--- src/rtl/l4lb_pkg.sv ---
// shared types, constants and helpers of the l4 hash load balancer
package l4lb_pkg;

  localparam int unsigned BACKEND_COUNT_DEF = 4;
  localparam int unsigned CFG_INDEX_W = 1;
  localparam int unsigned CFG_DATA_W = 32;

  localparam logic [31:0] GOLDEN_MUL = 32'h9e37_79b1;
  localparam logic [15:0] ETHERTYPE_IPV4 = 16'h0800;
  localparam logic [7:0] PROTO_TCP = 8'd6;
  localparam logic [16:0] ETH_HDR_LEN = 17'd14;
  localparam logic [16:0] IP_HDR_MIN = 17'd20;
  localparam logic [16:0] TCP_HDR_LEN = 17'd20;

  typedef enum logic {
    OP_PACKET      = 1'b0,
    OP_TABLE_WRITE = 1'b1
  } op_e;

  typedef enum logic [1:0] {
    VERDICT_PASS     = 2'd0,
    VERDICT_REWRITE  = 2'd1,
    VERDICT_REDIRECT = 2'd2
  } verdict_e;

  typedef enum logic [CFG_INDEX_W-1:0] {
    CFG_TARGET_ADDRESS = 1'b0,
    CFG_PEER_INTERFACE = 1'b1
  } cfg_reg_e;

  typedef struct packed {
    logic        op;
    logic [15:0] frame_length;
    logic [15:0] ethertype;
    logic [3:0]  header_words;
    logic [7:0]  protocol;
    logic [31:0] src_addr;
    logic [31:0] address;
    logic [15:0] ip_checksum;
    logic [15:0] src_port;
    logic [15:0] dst_port;
    logic [1:0]  entry_index;
    logic [47:0] entry_mac;
  } in_t;

  typedef struct packed {
    verdict_e    verdict;
    logic [1:0]  backend_index;
    logic [31:0] new_address;
    logic [15:0] new_checksum;
    logic [47:0] new_mac;
  } out_t;

  // what a transaction still needs after the header checks
  typedef struct packed {
    logic        op;
    logic        ok;
    logic [31:0] address;
    logic [15:0] ip_checksum;
    logic [1:0]  entry_index;
    logic [47:0] entry_mac;
  } carry_t;

  // per-stage load enables
  typedef struct packed {
    logic s1;
    logic s2;
    logic s3;
    logic s4;
    logic s5;
    logic s6;
    logic s7;
  } pipe_en_t;

  function automatic int unsigned idx_bits(input int unsigned n);
    return (n > 1) ? $clog2(n) : 1;
  endfunction

endpackage

--- src/rtl/l4_hash_load_balancer_rewrite_top.sv ---
// top level of the l4 hash load balancer with destination rewrite
//
// input channel: in_valid_i / in_stall_o / in_data_i. op selects a packet
// header (one result) or a backend table write (no result).
// output channel: out_valid_o / out_stall_i / out_data_o with verdict,
// backend slot, new destination address, updated checksum and backend mac.
// config port: cfg_we_i, cfg_index_i, cfg_wdata_i (target address, peer
// interface); write only while no transaction is in flight.
// seven-stage pipeline: input register, hash multiply, reciprocal multiply,
// quotient multiply, remainder correction, table read, checksum and result
// register. one transaction per cycle is accepted when the receiver
// keeps up.
// table writes commit in the table-read stage, in order with packet reads,
// so a packet sees every earlier write.
// reset clears the table valid bits (all slots read as zero), both config
// registers and all stage valids.
// when the receiver stalls, the result holds and earlier stages keep
// filling their empty slots; input stall rises only once every stage is full.
module l4_hash_load_balancer_rewrite_top #(
  parameter int unsigned BACKEND_COUNT = l4lb_pkg::BACKEND_COUNT_DEF
) (
  input  logic                               clk_i,
  input  logic                               rst_ni,
  input  logic                               cfg_we_i,
  input  logic [l4lb_pkg::CFG_INDEX_W-1:0]   cfg_index_i,
  input  logic [l4lb_pkg::CFG_DATA_W-1:0]    cfg_wdata_i,
  input  logic                               in_valid_i,
  output logic                               in_stall_o,
  input  l4lb_pkg::in_t                      in_data_i,
  output logic                               out_valid_o,
  input  logic                               out_stall_i,
  output l4lb_pkg::out_t                     out_data_o
);

  localparam int unsigned KW = l4lb_pkg::idx_bits(BACKEND_COUNT);

  logic [31:0]        target_q, peer_q;
  logic [7:1]         valid_q, rdy;
  l4lb_pkg::pipe_en_t en;
  l4lb_pkg::in_t      item1_q;
  l4lb_pkg::carry_t   carry5, carry6;
  logic [KW-1:0]      key5, key6;
  logic [31:0]        rd_ip;
  logic [47:0]        rd_mac;

  always_comb begin
    rdy[7] = !valid_q[7] || !out_stall_i;
    for (int k = 6; k >= 1; k--) begin
      rdy[k] = !valid_q[k] || rdy[k+1];
    end
    en.s1 = rdy[1];
    en.s2 = rdy[2];
    en.s3 = rdy[3];
    en.s4 = rdy[4];
    en.s5 = rdy[5];
    en.s6 = rdy[6];
    en.s7 = rdy[7];
  end

  assign in_stall_o  = !rdy[1];
  assign out_valid_o = valid_q[7];

  always_ff @(posedge clk_i or negedge rst_ni) begin
    if (!rst_ni) begin
      valid_q  <= '0;
      target_q <= '0;
      peer_q   <= '0;
    end else begin
      if (cfg_we_i) begin
        unique case (l4lb_pkg::cfg_reg_e'(cfg_index_i))
          l4lb_pkg::CFG_TARGET_ADDRESS: target_q <= cfg_wdata_i;
          l4lb_pkg::CFG_PEER_INTERFACE: peer_q   <= cfg_wdata_i;
          default: ;
        endcase
      end
      if (rdy[1]) valid_q[1] <= in_valid_i;
      for (int k = 2; k <= 6; k++) begin
        if (rdy[k]) valid_q[k] <= valid_q[k-1];
      end
      // table writes leave the pipe after the table stage
      if (rdy[7]) valid_q[7] <= valid_q[6] && (carry6.op == l4lb_pkg::OP_PACKET);
    end
  end

  always_ff @(posedge clk_i) begin
    if (en.s1) begin
      item1_q <= in_data_i;
    end
  end

  l4lb_hash #(
    .BACKEND_COUNT(BACKEND_COUNT)
  ) u_hash (
    .clk_i   (clk_i),
    .en_i    (en),
    .item_i  (item1_q),
    .target_i(target_q),
    .carry_o (carry5),
    .key_o   (key5)
  );

  l4lb_table #(
    .BACKEND_COUNT(BACKEND_COUNT)
  ) u_table (
    .clk_i  (clk_i),
    .rst_ni (rst_ni),
    .en_i   (en),
    .valid_i(valid_q[5]),
    .carry_i(carry5),
    .key_i  (key5),
    .carry_o(carry6),
    .key_o  (key6),
    .ip_o   (rd_ip),
    .mac_o  (rd_mac)
  );

  l4lb_rewrite #(
    .BACKEND_COUNT(BACKEND_COUNT)
  ) u_rewrite (
    .clk_i     (clk_i),
    .en_i      (en),
    .peer_set_i(peer_q != 32'd0),
    .carry_i   (carry6),
    .key_i     (key6),
    .ip_i      (rd_ip),
    .mac_i     (rd_mac),
    .out_o     (out_data_o)
  );

  a_stall_only_when_full: assert property (@(posedge clk_i) disable iff (!rst_ni)
    in_stall_o |-> ((&valid_q) && out_stall_i))
    else $error("input stalled with a free stage");

  a_key_in_range: assert property (@(posedge clk_i) disable iff (!rst_ni)
    valid_q[5] |-> (32'(key5) < 32'(BACKEND_COUNT)))
    else $error("backend slot out of range");

  a_pass_clean: assert property (@(posedge clk_i) disable iff (!rst_ni)
    (out_valid_o && (out_data_o.verdict == l4lb_pkg::VERDICT_PASS))
      |-> ((out_data_o.new_mac == 48'd0) && (out_data_o.backend_index == 2'd0)))
    else $error("unchanged packet carries backend data");

  a_redirect_needs_peer: assert property (@(posedge clk_i) disable iff (!rst_ni)
    (out_valid_o && (out_data_o.verdict == l4lb_pkg::VERDICT_REDIRECT))
      |-> (peer_q != 32'd0))
    else $error("redirect without peer interface");

endmodule

--- src/rtl/l4lb_hash.sv ---
// header checks, golden-ratio hash and reciprocal modulo, stages two to five
module l4lb_hash #(
  parameter int unsigned BACKEND_COUNT = l4lb_pkg::BACKEND_COUNT_DEF
) (
  input  logic                                           clk_i,
  input  l4lb_pkg::pipe_en_t                             en_i,
  input  l4lb_pkg::in_t                                  item_i,
  input  logic [31:0]                                    target_i,
  output l4lb_pkg::carry_t                               carry_o,
  output logic [l4lb_pkg::idx_bits(BACKEND_COUNT)-1:0]   key_o
);

  localparam int unsigned KW = l4lb_pkg::idx_bits(BACKEND_COUNT);
  localparam logic [32:0] RECIP = 33'((65'd1 << 32) / BACKEND_COUNT);
  localparam logic [31:0] COUNT_W = 32'(BACKEND_COUNT);

  l4lb_pkg::carry_t carry2_d, carry2_q, carry3_q, carry4_q, carry5_q;
  logic [31:0]      h2_d, h2_q, h3_q, h4_q;
  logic [31:0]      q3_d, q3_q, qc4_d, qc4_q;
  logic [16:0]      flen, tcp_min;
  logic             ok;
  logic [64:0]      prod;
  logic [31:0]      rem, rem_adj;
  logic [KW-1:0]    key5_d, key5_q;

  always_comb begin
    flen    = {1'b0, item_i.frame_length};
    tcp_min = l4lb_pkg::ETH_HDR_LEN + {11'b0, item_i.header_words, 2'b00}
            + l4lb_pkg::TCP_HDR_LEN;
    ok = (flen >= l4lb_pkg::ETH_HDR_LEN + l4lb_pkg::IP_HDR_MIN)
      && (item_i.ethertype == l4lb_pkg::ETHERTYPE_IPV4)
      && !((target_i != 32'd0) && (item_i.address != target_i))
      && (item_i.protocol == l4lb_pkg::PROTO_TCP)
      && (flen >= tcp_min);

    carry2_d.op          = item_i.op;
    carry2_d.ok          = ok;
    carry2_d.address     = item_i.address;
    carry2_d.ip_checksum = item_i.ip_checksum;
    carry2_d.entry_index = item_i.entry_index;
    carry2_d.entry_mac   = item_i.entry_mac;

    h2_d = (item_i.src_addr ^ item_i.address ^ {item_i.src_port, item_i.dst_port})
         * l4lb_pkg::GOLDEN_MUL;

    // quotient estimate, at most one short
    prod = 65'(h2_q) * 65'(RECIP);
    q3_d = prod[63:32];

    qc4_d = q3_q * COUNT_W;

    rem     = h4_q - qc4_q;
    rem_adj = (rem >= COUNT_W) ? rem - COUNT_W : rem;
    key5_d  = rem_adj[KW-1:0];
  end

  always_ff @(posedge clk_i) begin
    if (en_i.s2) begin
      carry2_q <= carry2_d;
      h2_q     <= h2_d;
    end
    if (en_i.s3) begin
      carry3_q <= carry2_q;
      h3_q     <= h2_q;
      q3_q     <= q3_d;
    end
    if (en_i.s4) begin
      carry4_q <= carry3_q;
      h4_q     <= h3_q;
      qc4_q    <= qc4_d;
    end
    if (en_i.s5) begin
      carry5_q <= carry4_q;
      key5_q   <= key5_d;
    end
  end

  assign carry_o = carry5_q;
  assign key_o   = key5_q;

endmodule

--- src/rtl/l4lb_table.sv ---
// backend table memory, written and read in stage six
module l4lb_table #(
  parameter int unsigned BACKEND_COUNT = l4lb_pkg::BACKEND_COUNT_DEF
) (
  input  logic                                           clk_i,
  input  logic                                           rst_ni,
  input  l4lb_pkg::pipe_en_t                             en_i,
  input  logic                                           valid_i,
  input  l4lb_pkg::carry_t                               carry_i,
  input  logic [l4lb_pkg::idx_bits(BACKEND_COUNT)-1:0]   key_i,
  output l4lb_pkg::carry_t                               carry_o,
  output logic [l4lb_pkg::idx_bits(BACKEND_COUNT)-1:0]   key_o,
  output logic [31:0]                                    ip_o,
  output logic [47:0]                                    mac_o
);

  localparam int unsigned KW = l4lb_pkg::idx_bits(BACKEND_COUNT);
  localparam logic [8:0] COUNT_9 = 9'(BACKEND_COUNT);

  logic [79:0]              mem [BACKEND_COUNT];
  logic [BACKEND_COUNT-1:0] vld_q;
  logic [79:0]              rd_q;
  logic                     rd_vld_q;
  logic [8:0]               slot;
  logic [KW-1:0]            waddr;
  logic                     we;
  l4lb_pkg::carry_t         carry6_q;
  logic [KW-1:0]            key6_q;

  always_comb begin
    slot  = 9'(carry_i.entry_index);
    waddr = slot[KW-1:0];
    we    = en_i.s6 && valid_i && (carry_i.op == l4lb_pkg::OP_TABLE_WRITE)
         && (slot < COUNT_9);
  end

  always_ff @(posedge clk_i) begin
    if (we) begin
      mem[waddr] <= {carry_i.address, carry_i.entry_mac};
    end
    if (en_i.s6) begin
      rd_q     <= mem[key_i];
      carry6_q <= carry_i;
      key6_q   <= key_i;
    end
  end

  always_ff @(posedge clk_i or negedge rst_ni) begin
    if (!rst_ni) begin
      vld_q    <= '0;
      rd_vld_q <= 1'b0;
    end else begin
      if (we) begin
        vld_q[waddr] <= 1'b1;
      end
      if (en_i.s6) begin
        rd_vld_q <= vld_q[key_i];
      end
    end
  end

  // an entry never written reads as zero
  assign ip_o    = rd_vld_q ? rd_q[79:48] : 32'd0;
  assign mac_o   = rd_vld_q ? rd_q[47:0] : 48'd0;
  assign carry_o = carry6_q;
  assign key_o   = key6_q;

endmodule

--- src/rtl/l4lb_rewrite.sv ---
// checksum update and result register, stage seven
module l4lb_rewrite #(
  parameter int unsigned BACKEND_COUNT = l4lb_pkg::BACKEND_COUNT_DEF
) (
  input  logic                                           clk_i,
  input  l4lb_pkg::pipe_en_t                             en_i,
  input  logic                                           peer_set_i,
  input  l4lb_pkg::carry_t                               carry_i,
  input  logic [l4lb_pkg::idx_bits(BACKEND_COUNT)-1:0]   key_i,
  input  logic [31:0]                                    ip_i,
  input  logic [47:0]                                    mac_i,
  output l4lb_pkg::out_t                                 out_o
);

  logic [15:0]    chk_n, old_lo_n, old_hi_n;
  logic [18:0]    sum;
  logic [16:0]    fold1;
  logic [15:0]    fold2;
  logic [8:0]     key9;
  l4lb_pkg::out_t out_d, out_q;

  always_comb begin
    chk_n    = ~carry_i.ip_checksum;
    old_lo_n = ~carry_i.address[15:0];
    old_hi_n = ~carry_i.address[31:16];
    sum = {3'b0, chk_n} + {3'b0, old_lo_n} + {3'b0, old_hi_n}
        + {3'b0, ip_i[15:0]} + {3'b0, ip_i[31:16]};
    // two end-around carry folds
    fold1 = {1'b0, sum[15:0]} + {14'b0, sum[18:16]};
    fold2 = fold1[15:0] + {15'b0, fold1[16]};
    key9  = 9'(key_i);

    if (carry_i.ok) begin
      out_d.verdict       = peer_set_i ? l4lb_pkg::VERDICT_REDIRECT
                                       : l4lb_pkg::VERDICT_REWRITE;
      out_d.backend_index = key9[1:0];
      out_d.new_address   = ip_i;
      out_d.new_checksum  = ~fold2;
      out_d.new_mac       = mac_i;
    end else begin
      out_d.verdict       = l4lb_pkg::VERDICT_PASS;
      out_d.backend_index = 2'd0;
      out_d.new_address   = carry_i.address;
      out_d.new_checksum  = carry_i.ip_checksum;
      out_d.new_mac       = 48'd0;
    end
  end

  always_ff @(posedge clk_i) begin
    if (en_i.s7) begin
      out_q <= out_d;
    end
  end

  assign out_o = out_q;

endmodule
--- config.mk ---
export PLATFORM = sky130hd
export DESIGN_NAME = l4_hash_load_balancer_rewrite_top
export DESIGN_NICKNAME = d
export VERILOG_FILES = /design/src/rtl/l4lb_pkg.sv /design/src/rtl/l4_hash_load_balancer_rewrite_top.sv /design/src/rtl/l4lb_hash.sv /design/src/rtl/l4lb_table.sv /design/src/rtl/l4lb_rewrite.sv
export SDC_FILE = /design/constraint.sdc
export NUM_CORES = 1
export LEC_CHECK = 0
export ABC_AREA = 1
export BUFFER_PORTS_ARGS = -buffer_cell sky130_fd_sc_hd__buf_2
export CAP_MARGIN = 40
export CORE_ASPECT_RATIO = 1.5
export CORE_MARGIN = 1.5
export CORE_UTILIZATION = 35
export DETAILED_ROUTE_END_ITERATION = 10
export PLACE_DENSITY = 0.59
export SETUP_SLACK_MARGIN = 0.02
export SLEW_MARGIN = 20
export SYNTH_ARGS = -nofsm -noshare
export SYNTH_HDL_FRONTEND = slang
export SYNTH_SLANG_ARGS = --single-unit
--- constraint.sdc ---
create_clock -name clk_i -period 33.4 [get_ports clk_i]
set_input_delay 6.68 -clock clk_i [delete_from_list [all_inputs] [get_ports clk_i]]
set_output_delay 6.68 -clock clk_i [all_outputs]
set_load 0.005 [all_outputs]
After elaboration in Yosys (flattened, before gate mapping)

Memory sizes are Yosys's and may differ from the RTL's. A register that Yosys moved wholly into a read port is not among the register bits.
Cells that the tools add are included.

$lt $le $gt $ge: 6
Reductions and logical operators: 31
Muxes and demuxes: 11
Bitwise operators: 9
$mul: 1
$add $sub $neg: 10
Equality and inequality tests: 3

Operators by type and width:

| kind                   | count |
|---|---|
| $mux 96                | 1 |
| $not 16->16            | 4 |
| $reduce_bool 32->1     | 2 |
| $xor 32x32->32         | 2 |
| $add 19x16->19         | 3 |
| $mux 48                | 1 |
| $ge 32x3->1 const B    | 1 |
| $mul 32x32->32 const B | 1 |
| $mux 32                | 1 |
| $ne 32x32->1           | 1 |
| $sub 32x32->32         | 1 |
| $add 16x16->17         | 1 |
| $add 16x3->17          | 1 |
| $add 17x5->17 const B  | 1 |
| $ge 16x17->1           | 1 |
| $add 16x1->16          | 1 |
| $eq 16x12->1 const B   | 1 |
| $ge 16x6->1 const B    | 1 |
| $logic_not 1->1        | 10 |
| $logic_and 1x1->1      | 9 |
| $eq 8x3->1 const B     | 1 |
| $add 4x6->7 const A    | 1 |
| $logic_or 1x1->1       | 7 |
| $lt 2x3->1 const B     | 2 |
| 9 further kinds        | 16 |

RAM bits: 320
Memories kept: 1
Output and inout bits: 102
Flip-flop bits (word level): 993
Input port bits: 245

Memory list:

| memory      | words | bits a word | read ports | clocked after Yosys merged registers in | wr ports | RTL line         | source |
|---|---|---|---|---|---|---|---|
| u_table.mem | 4     | 80          | 1          | 1                                       | 1        | l4lb_table.sv:20 | `logic [79:0] mem [BACKEND_COUNT];` |

Depth between registers and ports, before layout

Gate-level depths: netlist of run 1.

Depth after elaboration: 9
Mapped depth: 50

By module

A second synthesis of run 1 with hierarchy kept.

Cells, all modules: 3080
Area total of the unflattened synthesis: 48176.2 um^2

Modules (own cells, without submodules):

| module                            | cells an instance | times used | sequential area each (um^2) | area an instance (um^2) |
|---|---|---|---|---|
| l4lb_table                        | 1160              | 1          | 15199.6                     | 18963.2 |
| l4lb_hash                         | 585               | 1          | 12251.8                     | 13150.1 |
| l4_hash_load_balancer_rewrite_top | 498               | 1          | 7992.7                      | 8964.8 |
| l4lb_rewrite                      | 837               | 1          | 3002.9                      | 7098.1 |

Least setup slack after synthesis of run 1

OpenSTA, ideal clock, no wires.

Kind: input port to output port
Start: in out_stall_i
End: out in_stall_o
Stages on the path: 12
Data required time: 26.720 ns
Setup slack: 6.225 ns
Buffers on the path: 0
Data arrival time: 20.495 ns
Path through: nand2_1 > nor2_1 > inv_1 > nor2_1 > inv_1 > nor2_1 > inv_1 > nor2_1 > inv_1 > nor2_1 > inv_1 > nor2_1

RTL lines:

| what        | RTL line                                | source |
|---|---|---|
| from (decl) | l4_hash_load_balancer_rewrite_top.sv:31 | `input logic out_stall_i,` |
| to (decl)   | l4_hash_load_balancer_rewrite_top.sv:28 | `output logic in_stall_o,` |

==> impl_metrics.yaml, run 1 <==
placed_design:
  numPortBuffers: 286
  dp_cells: 4626
  gp_congestion: 0.855
  dp_hpwl_mm: 57.3
clock_network:
  h-tree-depth: 3
  clkLatencyLatePin_ps: 730
  cts_buffer_depth: 3
  path_clk_slew_ps: 60
  cts_buffers: 109
  cts_tree: "yes"
  holdBufCountCts: 0
  post_cts_buffers: 0
  clock-root-buffer: "clkbuf_16"
  cts.sinks: 1183
  post_cts_resized: 0
critical_path:
  critPathCaptureType: "primary output"
  crit_buf_inv: 7
  crit_arrival_ps: 10470
  critical_path_class: "primary input to primary output"
  worst-path-max-fanout: 49
  crit_family: "buffers and inverters"
  slowest_delay_ps: 510
  ff2ff_path_depth: 48
  worst_ep_required_time_ps: 26720
  cp_cell_sequence: "buf_2, nand2_4, nor2_1, inv_6, nor2_1, inv_4, nor2_1, inv_4, nor2_1, inv_4, nor2_1, inv_4, nor2_1, buf_2"
  cp_slowest_cell: "inv_4"
  cp.depth: 14
  crit_top_cell: "nor2_1"
  cp-start-kind: "primary input"
synthesis:
  synth.area.top_cells: "edfxtp_1 (77%), dfrtp_1 (4.4%), o21ai_0 (3.3%)"
  syn-cell-area_um2: 43400
  synth_seq_cells: 1183
  synthArstFlopShare_pct: 6.42
  synth_edf_count: 1107
  ys.flop_type: "edfxtp_1"
  synth_cell_type_count: 46
  synth_top_cell_by_area: "edfxtp_1"
  synth_top_area_share_pct: 76.5
  synth_fp_nets: 3113
  yosysSeqAreaShare_pct: 80.9
  yosysWarningCount: 0
  syn_avg_cell_area_um2: 15.6
  synthCells: 2788
timing:
  setup_violations: 0
  layout_worst_path_cycle_share_pct: 51.4
  tns_ps: 0
  max_slew_margin_pct: 42.4
  worst_pin_slew_ps: 864
  clock.fmax_mhz: 58.3
  finClkSkew_ps: 24.8
  slew_viol_final: 0
  fin_hold_ws_ps: 404
  fin_crit_ps: 17150
  hold_violations: 0
  rsz0062_at_grt: "false"
final_layout:
  fillers: 11268
  final_common_cell: "edfxtp_1"
  fin_nets: 3465
  synthToLayoutAreaGrowth_pct: 17.0
  fin_cells: 4839
  drive_gt1_share_pct: 17.3
  final_cell_mix: "edfxtp_1 (1107), nand2_1 (293), o21ai_0 (286)"
routing:
  detail-route-antenna-nets: 0
  drtIter0Drc: 1352
  vias_per_cell: 4.55
  drc: 0
  drt-total-wl_mm: 89.0
  dr_total_vias: 22028
  wl_per_cell_um: 18.4
  drtPass1Iterations: 5
floorplanning:
  dieWidth_um: 291
  io_pins: 347
  die_area_um2: 126000
  rows: 158
  core_area_um2: 123000
  initial_utilization_pct: 35.2
  die_h_um: 434
min_path:
  whs_path_depth: 0
  hold_class: "flop to flop"
grt:
  grt_pass1_wl_mm: 133
  grt_max_degree: 167
  overflow: 0
  grt_pass1_vias: 22469
  track_usage_pct: 14.0
  grt_antenna_before_repair: 9
run:
  drv_cap: 0
status:
  outcome: "finished, final reports clean"
-- routing by layer --
layer  wire [um]  part of all wire (%)  global-route usage (%)
met1       38200                    43                    17.5
met2       43500                    49                    24.1
met3        4430                   5.0                    2.67
met4        2780                   3.1                    5.66
met5          55                 0.062                       0
-- cell usage after synthesis, types with 4 or more instances --
library cell  count
and2_1            5
clkbuf_1         81
inv_1           244
nor2_2            8
a31oi_1           5
nor4_1           23
nor2_4            4
xnor2_1          40
xor2_1           13
o21ai_1           5
nand4_1          19
nand2_2          14
nor2_1          261
or2_2             5
fa_1             34
dfrtp_1          76
o22ai_1          80
nand2_1         295
a21oi_1          33
ha_1             46
nor3_1            6
inv_2             7
nand3_1          58
o21ai_0         286
nand3_2           5
edfxtp_1       1107
-- cell families after synthesis --
family	share of synthesized area, %
simple gates	7.04
buf+inv	2.91
fa+ha+maj	2.89
xor+xnor	1.07
compound gates	5.19
flops	80.9
-- sequential cells by signal (all words and copies together), names as in the netlist, 4 cells and up --
| register | flops |
|---|---|
| target_q | 32 |
| u_hash.carry2_q | 100 |
| valid_q | 7 |
| peer_q | 32 |
| u_table.rd_q | 80 |
| u_hash.carry3_q | 100 |
| u_rewrite.out_o | 100 |
| item1_q | 147 |
| u_table.carry_o | 50 |
| u_hash.carry_o | 100 |
| u_hash.carry4_q | 100 |
| u_table.mem | 320 |
| u_table.vld_q | 4 |
-- area by class of cell --
cell class | instances | area, um^2 | area share (%)
Timing Repair Buffer | 325 | 1950 | 3.85
Tap cell | 1600 | 2000 | 3.94
Antenna cell | 4 | 10.0 | 0.0197
Inverter | 252 | 968 | 1.91
Clock buffer | 130 | 2890 | 5.69
Multi-Input combinational cell | 1269 | 7070 | 13.9
Sequential cell | 1183 | 35100 | 69.1
Clock inverter | 76 | 783 | 1.54
-- final timing paths --
path	end	from	slack (ps)
hold / removal	u_hash.carry_o[38]	u_hash.carry4_q[38]	400
max in group asynchronous	valid_q[5]	rst_ni	26910
min in group asynchronous	peer_q[18]	rst_ni	5900
setup reg to reg	u_rewrite.out_o[60]	u_table.carry_o[50]	24130
hold reg to reg	u_hash.carry_o[38]	u_hash.carry4_q[38]	400
setup / recovery	in_stall_o	out_stall_i	16250
-- through the flow --
stage                     cell area [um^2]  util [%]  worst slack [ps]
after detailed placement             47100      38.2             16010
after global placement               46800      38.0             15010
final                                50800      41.2             16250
after CTS                            50800      41.1             15990
after floorplan                      43400         -              6230
after global routing                 50800      41.2             15730
Power of run 1 is left out: the tool's default activity adds up to more than one toggle a clock period on the data nets, which glitch-free logic cannot reach.
==> run 2, diff against run 1 <==
Clock period 33.4 ns to 16.7 ns, I/O delays scaled along.
==> run 2 against run 1 <==
Count of clock-buffer cells in the layout up 14. Critical path depth did not move. Utilization up 0.18 points. Cell area grew 0.43%. First-iteration DRC count fell by 7.8%. Register-to-register slack worse by 17000 ps. Sequential cell count unchanged. Critical path type unchanged. Wire length fell by 0.57%. Die area unchanged. Largest cell class unchanged. Sequential share of layout area is 0.30 points lower. Global-route usage is 0.065 points lower. Worst setup slack got worse by 9500 ps. Highest routed layer unchanged.
==> impl_metrics.yaml, run 2 (synthesis results as in run 1) <==
routing:
  drtPass1Iterations: 6
  drc: 0
  dr_total_vias: 22199
  detail-route-antenna-nets: 0
  drt-total-wl_mm: 88.5
  drtIter0Drc: 1247
  vias_per_cell: 4.59
  wl_per_cell_um: 18.3
floorplanning:
  die_h_um: 434
  core_area_um2: 123000
  io_pins: 347
  rows: 158
  dieWidth_um: 291
  die_area_um2: 126000
  initial_utilization_pct: 35.2
critical_path:
  cp_slowest_cell: "clkinvlp_4"
  startpoint: "out_stall_i"
  worst-path-max-fanout: 52
  worst_ep_required_time_ps: 13360
  timing.rr.start: "u_table.carry_o[66]"
  crit_family: "simple AND/OR/NAND/NOR gates"
  cp-start-kind: "primary input"
  critPathCaptureType: "primary output"
  cp_cell_sequence: "buf_2, nand2_8, nor2_4, clkinvlp_4, nor2_1, clkinvlp_4, nor2_1, clkinvlp_4, nor2_1, clkinvlp_4, nor2_1, clkinvlp_4, nor2_1, buf_2"
  crit_arrival_ps: 6570
  crit_buf_inv: 7
  critical_path_class: "primary input to primary output"
  slowest_delay_ps: 550
clock_network:
  h-tree-depth: 3
  cts_buffer_depth: 3
  holdBufCountCts: 0
  post_cts_buffers: 0
  cts_tree: "yes"
  path_clk_slew_ps: 60
  clkLatencyLatePin_ps: 740
  post_cts_resized: 0
  cts_buffers: 108
  cts.sinks: 1183
  clock-root-buffer: "clkbuf_16"
final_layout:
  final_common_cell: "edfxtp_1"
  reg_top3: "u_table.mem (320), item1_q (147)"
  drive_gt1_share_pct: 17.1
  stdcell_area_um2: 51000
  largest_register_ffs: 320
  final_cell_mix: "edfxtp_1 (1107), nand2_1 (293), o21ai_0 (286)"
  synthToLayoutAreaGrowth_pct: 17.5
  fin_nets: 3469
  largest-register: "u_table.mem"
timing:
  hold_violations: 0
  layout_worst_path_cycle_share_pct: 59.4
  slew_viol_final: 0
  rsz0062_at_grt: "false"
  finClkSkew_ps: 47.6
  worst_pin_slew_ps: 1030
  fin_ws_ps: 6790
  fin_hold_ws_ps: 388
  max_slew_margin_pct: 31.0
  fin_crit_ps: 9910
  clock.fmax_mhz: 101
  setup_violations: 0
grt:
  grt_antenna_before_repair: 9
  grt_max_degree: 137
  grt_pass1_wl_mm: 133
  overflow: 0
  track_usage_pct: 14.0
  grt_pass1_vias: 22321
placed_design:
  numPortBuffers: 286
  dp_hpwl_mm: 57.9
  gp_congestion: 0.879
  placed_cell_area_um2: 47300
  place_ws_ps: 6690
min_path:
  hold_path_startpoint: "u_hash.carry4_q[19]"
  hold_class: "flop to flop"
run:
  drv_cap: 0
status:
  outcome: "finished, final reports clean"
==> run 2: cell types whose count changed in the layout (fill, tap and decap cells not counted), sizes merged <==
cell and change:
clkinvlp +6, clkinv -15, diode +3, clkbuf +14, buf +5, inv -12
==> run 2: worst paths after layout <==
check	to	slack (ps)	cells past startpoint
max	in_stall_o	6790	14
min	u_hash.carry_o[19]	390	0
max reg2reg	u_rewrite.out_o[60]	7540	48
min reg2reg	u_hash.carry_o[19]	390	0
max in group asynchronous	peer_q[3]	13570	2
min in group asynchronous	target_q[19]	2540	1
==> run 2: metal layers <==
| layer | vias to the layer above | share of wire (%) | GRT usage [%] |
|---|---|---|---|
| li1 | 10734 | - | - |
| met2 | 524 | 49 | 23.9 |
| met3 | 159 | 4.8 | 2.77 |
| met1 | 10778 | 42 | 17.2 |
| met5 | - | 0.031 | 0 |
| met4 | 4 | 3.5 | 6.09 |
==> run 2: stage by stage <==
| step | util, % | instances | setup TNS [ps] |
|---|---|---|---|
| after detailed placement | 38.3 | 4634 | 0 |
| after global routing | 41.4 | 4836 | 0 |
| after global placement | 38.0 | 4617 | 0 |
| after CTS | 41.4 | 4833 | 0 |
| after floorplan | - | 2788 | -320 |
| final | 41.4 | 4840 | 0 |
==> run 2: worst register-to-register path, delay by kind of cell, from the launching register on <==
family / cells / cell delay, ps
AO/OA/AOI/OAI: 8 / 1400
XOR/XNOR: 2 / 680
adder cells (fa/ha/maj): 8 / 2720
buffers and inverters: 8 / 580
flip-flops: 1 / 410
AND/OR/NAND/NOR: 22 / 3110
==> run 2: layout make-up <==
cell class / count / area [um^2]
fill: 11179 / 72300
sequential: 1183 / 35100
multi-input combinational: 1269 / 7090
clock buffer: 144 / 2990
timing repair buffer: 330 / 2100
tap: 1600 / 2000
inverter: 252 / 971
clock inverter: 55 / 731
antenna: 7 / 17.5
Power of run 2 is left out for the same reason.
==> run 3, diff against run 2 <==
Settings changed: ABC_AREA 1 to 0.
Clock period 16.7 ns to 9.9 ns, I/O delays scaled along.
==> run 3 against run 2 <==
The run now ends with DRC left. Cell area shrank 1.5%. Worst setup slack lost 6200 ps. Wire length shrank 3.2%. Critical path depth grew 27.
==> impl_metrics.yaml, run 3 <==
synthesis:
  synthArstFlopShare_pct: 6.42
  synth_edf_count: 1107
  synth.area.top_cells: "edfxtp_1 (78%), dfrtp_1 (4.4%), mux4_2 (4.3%)"
  synthCells: 2064
  ys.flop_type: "edfxtp_1"
  yosysWarningCount: 0
  synth_cell_type_count: 82
  synth_commonest_cells: "edfxtp_1 (1107), inv_1 (82), mux4_2 (81)"
  synth_most_common_cell: "edfxtp_1"
  syn_avg_cell_area_um2: 20.7
  syn-cell-area_um2: 42800
  synth_top_area_share_pct: 77.6
  yosysSeqAreaShare_pct: 82.1
  synth_seq_cells: 1183
  synth_fp_nets: 2389
  synth_top_cell_by_area: "edfxtp_1"
floorplanning:
  die_area_um2: 125000
  dieWidth_um: 289
  die_h_um: 431
  io_pins: 347
  initial_utilization_pct: 35.2
  rows: 157
  core_area_um2: 122000
final_layout:
  final_common_cell: "edfxtp_1"
  largest_register_ffs: 320
  reg_top3: "u_table.mem (320), item1_q (147)"
  largest-register: "u_table.mem"
  final_cell_mix: "edfxtp_1 (1107), buf_2 (285), clkbuf_16 (109)"
  fin_nets: 2773
  drive_gt1_share_pct: 27.3
  finish.utilization_pct: 41.3
  synthToLayoutAreaGrowth_pct: 17.4
power_and_ir_drop:
  combPwrFrac_pct: 38.0
  ir_drop_mv: 0.424
  p_leak_nw: 18.5
  share_seq_of_total_power_pct: 38.4
  swShare_pct: 34.9
  intPower_mw: 11.3
  p_switching_mw: 6.06
  pwr-share-clk_pct: 23.7
  powerDensity_nw_per_um2: 345
min_path:
  hold_class: "flop to flop"
timing:
  worst_pin_slew_ps: 790
  rsz0062_at_grt: "false"
  clock.fmax_mhz: 107
  hold_violations: 0
  setup_violations: 0
  fin_crit_ps: 9330
  tns_ps: 0
  max_slew_margin_pct: 47.3
  slew_viol_final: 0
  fin_ws_ps: 566
  layout_worst_path_cycle_share_pct: 94.3
  finClkSkew_ps: 25.3
placed_design:
  gp_congestion: 0.847
  dp_hpwl_mm: 56.5
  place_ws_ps: 681
  numPortBuffers: 286
critical_path:
  cp_slowest_cell: "fa_1"
  crit_family: "compound AO/OA/AOI/OAI gates"
  crit_top_cell: "ha_1"
  worst_ep_required_time_ps: 10330
  crit_buf_inv: 4
  crit_arrival_ps: 9770
  cp-start-kind: "flop"
  worst-path-max-fanout: 6
  critPathCaptureType: "flop"
  slowest_delay_ps: 510
  critical_path_class: "flop to flop"
grt:
  overflow: 0
  grt_antenna_before_repair: 2
  grt_pass1_wl_mm: 128
  grt_max_degree: 71
  grt_pass1_vias: 20965
  track_usage_pct: 13.9
routing:
  m1WireLength_mm: 34.2
  vias_per_cell: 4.64
  drtPass1Iterations: 9
  wl_per_cell_um: 20.7
  wl_met3_mm: 3.76
  drt-total-wl_mm: 85.6
  top_layer: "met4"
  drtIter0Drc: 1080
  detail-route-antenna-nets: 0
  drc: 9
  dr_total_vias: 19183
  dr_wl_met2_mm: 43.9
clock_network:
  clkLatencyLatePin_ps: 710
  holdBufCountCts: 0
  h-tree-depth: 3
  cts.sinks: 1183
  cts_buffer_depth: 3
  cts_tree: "yes"
  path_clk_slew_ps: 70
  post_cts_resized: 0
  cts_buffers: 104
  clock-root-buffer: "clkbuf_16"
  post_cts_buffers: 0
status:
  outcome: "finished with violations"
  violations: "DRC"
run:
  drv_cap: 0
-- run 3: layer usage --
layer,global-route usage [%],up-vias
met2,24.4,460
li1,-,8871
met4,6.81,0
met3,2.50,165
met1,16.2,9687
met5,0,-
-- run 3: layout make-up --
type | count | area (um^2)
fillers | 10691 | 71500
flip-flops and latches | 1183 | 35100
multi-input cells | 747 | 7250
clock buffers | 127 | 2810
repair buffers | 329 | 2060
well taps | 1590 | 1990
clock inverters | 70 | 693
inverters | 83 | 317
diodes | 1 | 2.50
-- run 3: cell families (layout without fill, tap and decap cells) --
kind of cell,Yosys count,in the layout,synth area share (%)
compound gates,154,154,2.52
xor+xnor,74,74,1.58
fa+ha+maj,80,80,2.93
buf+inv,134,609,1.19
flops,1183,1183,82.1
mux,149,149,6.04
other cells,0,1,0
simple gates,290,290,3.67
-- run 3: power groups by stage --
| stage | Clock (mW) | Sequential [mW] | Combinational, mW |
|---|---|---|---|
| floorplan | 0 | 6.62 | 5.00 |
| finish | 4.10 | 6.65 | 6.58 |
| detailed placement | 0 | 6.78 | 6.55 |
| global placement | 0 | 6.76 | 6.28 |
| global route | 4.42 | 6.72 | 7.29 |
| CTS | 4.24 | 6.68 | 6.58 |
-- run 3: worst paths after layout --
check	startpoint	to	slack, ps	depth (start not counted)
min in group asynchronous	rst_ni	peer_q[7]	1100	1
setup / recovery	u_table.carry_o[50]	u_rewrite.out_o[60]	570	41
max in group asynchronous	rst_ni	u_table.rd_vld_q	8030	3
hold reg to reg	u_hash.carry3_q[87]	u_hash.carry4_q[87]	410	0
hold / removal	u_hash.carry3_q[87]	u_hash.carry4_q[87]	410	0
setup reg to reg	u_table.carry_o[50]	u_rewrite.out_o[60]	570	41
-- run 3: through the flow --
step | hold WS [ps] | cells | cell area, um^2 | power, mW
floorplan | 399 | 2064 | 42800 | 11.6
global placement | 401 | 3914 | 46300 | 13.0
detailed placement | 405 | 3928 | 46700 | 13.3
CTS | 402 | 4125 | 50200 | 17.5
global route | 414 | 4130 | 50300 | 18.4
finish | 406 | 4130 | 50300 | 17.3
Power figures use the tool's default switching activity.
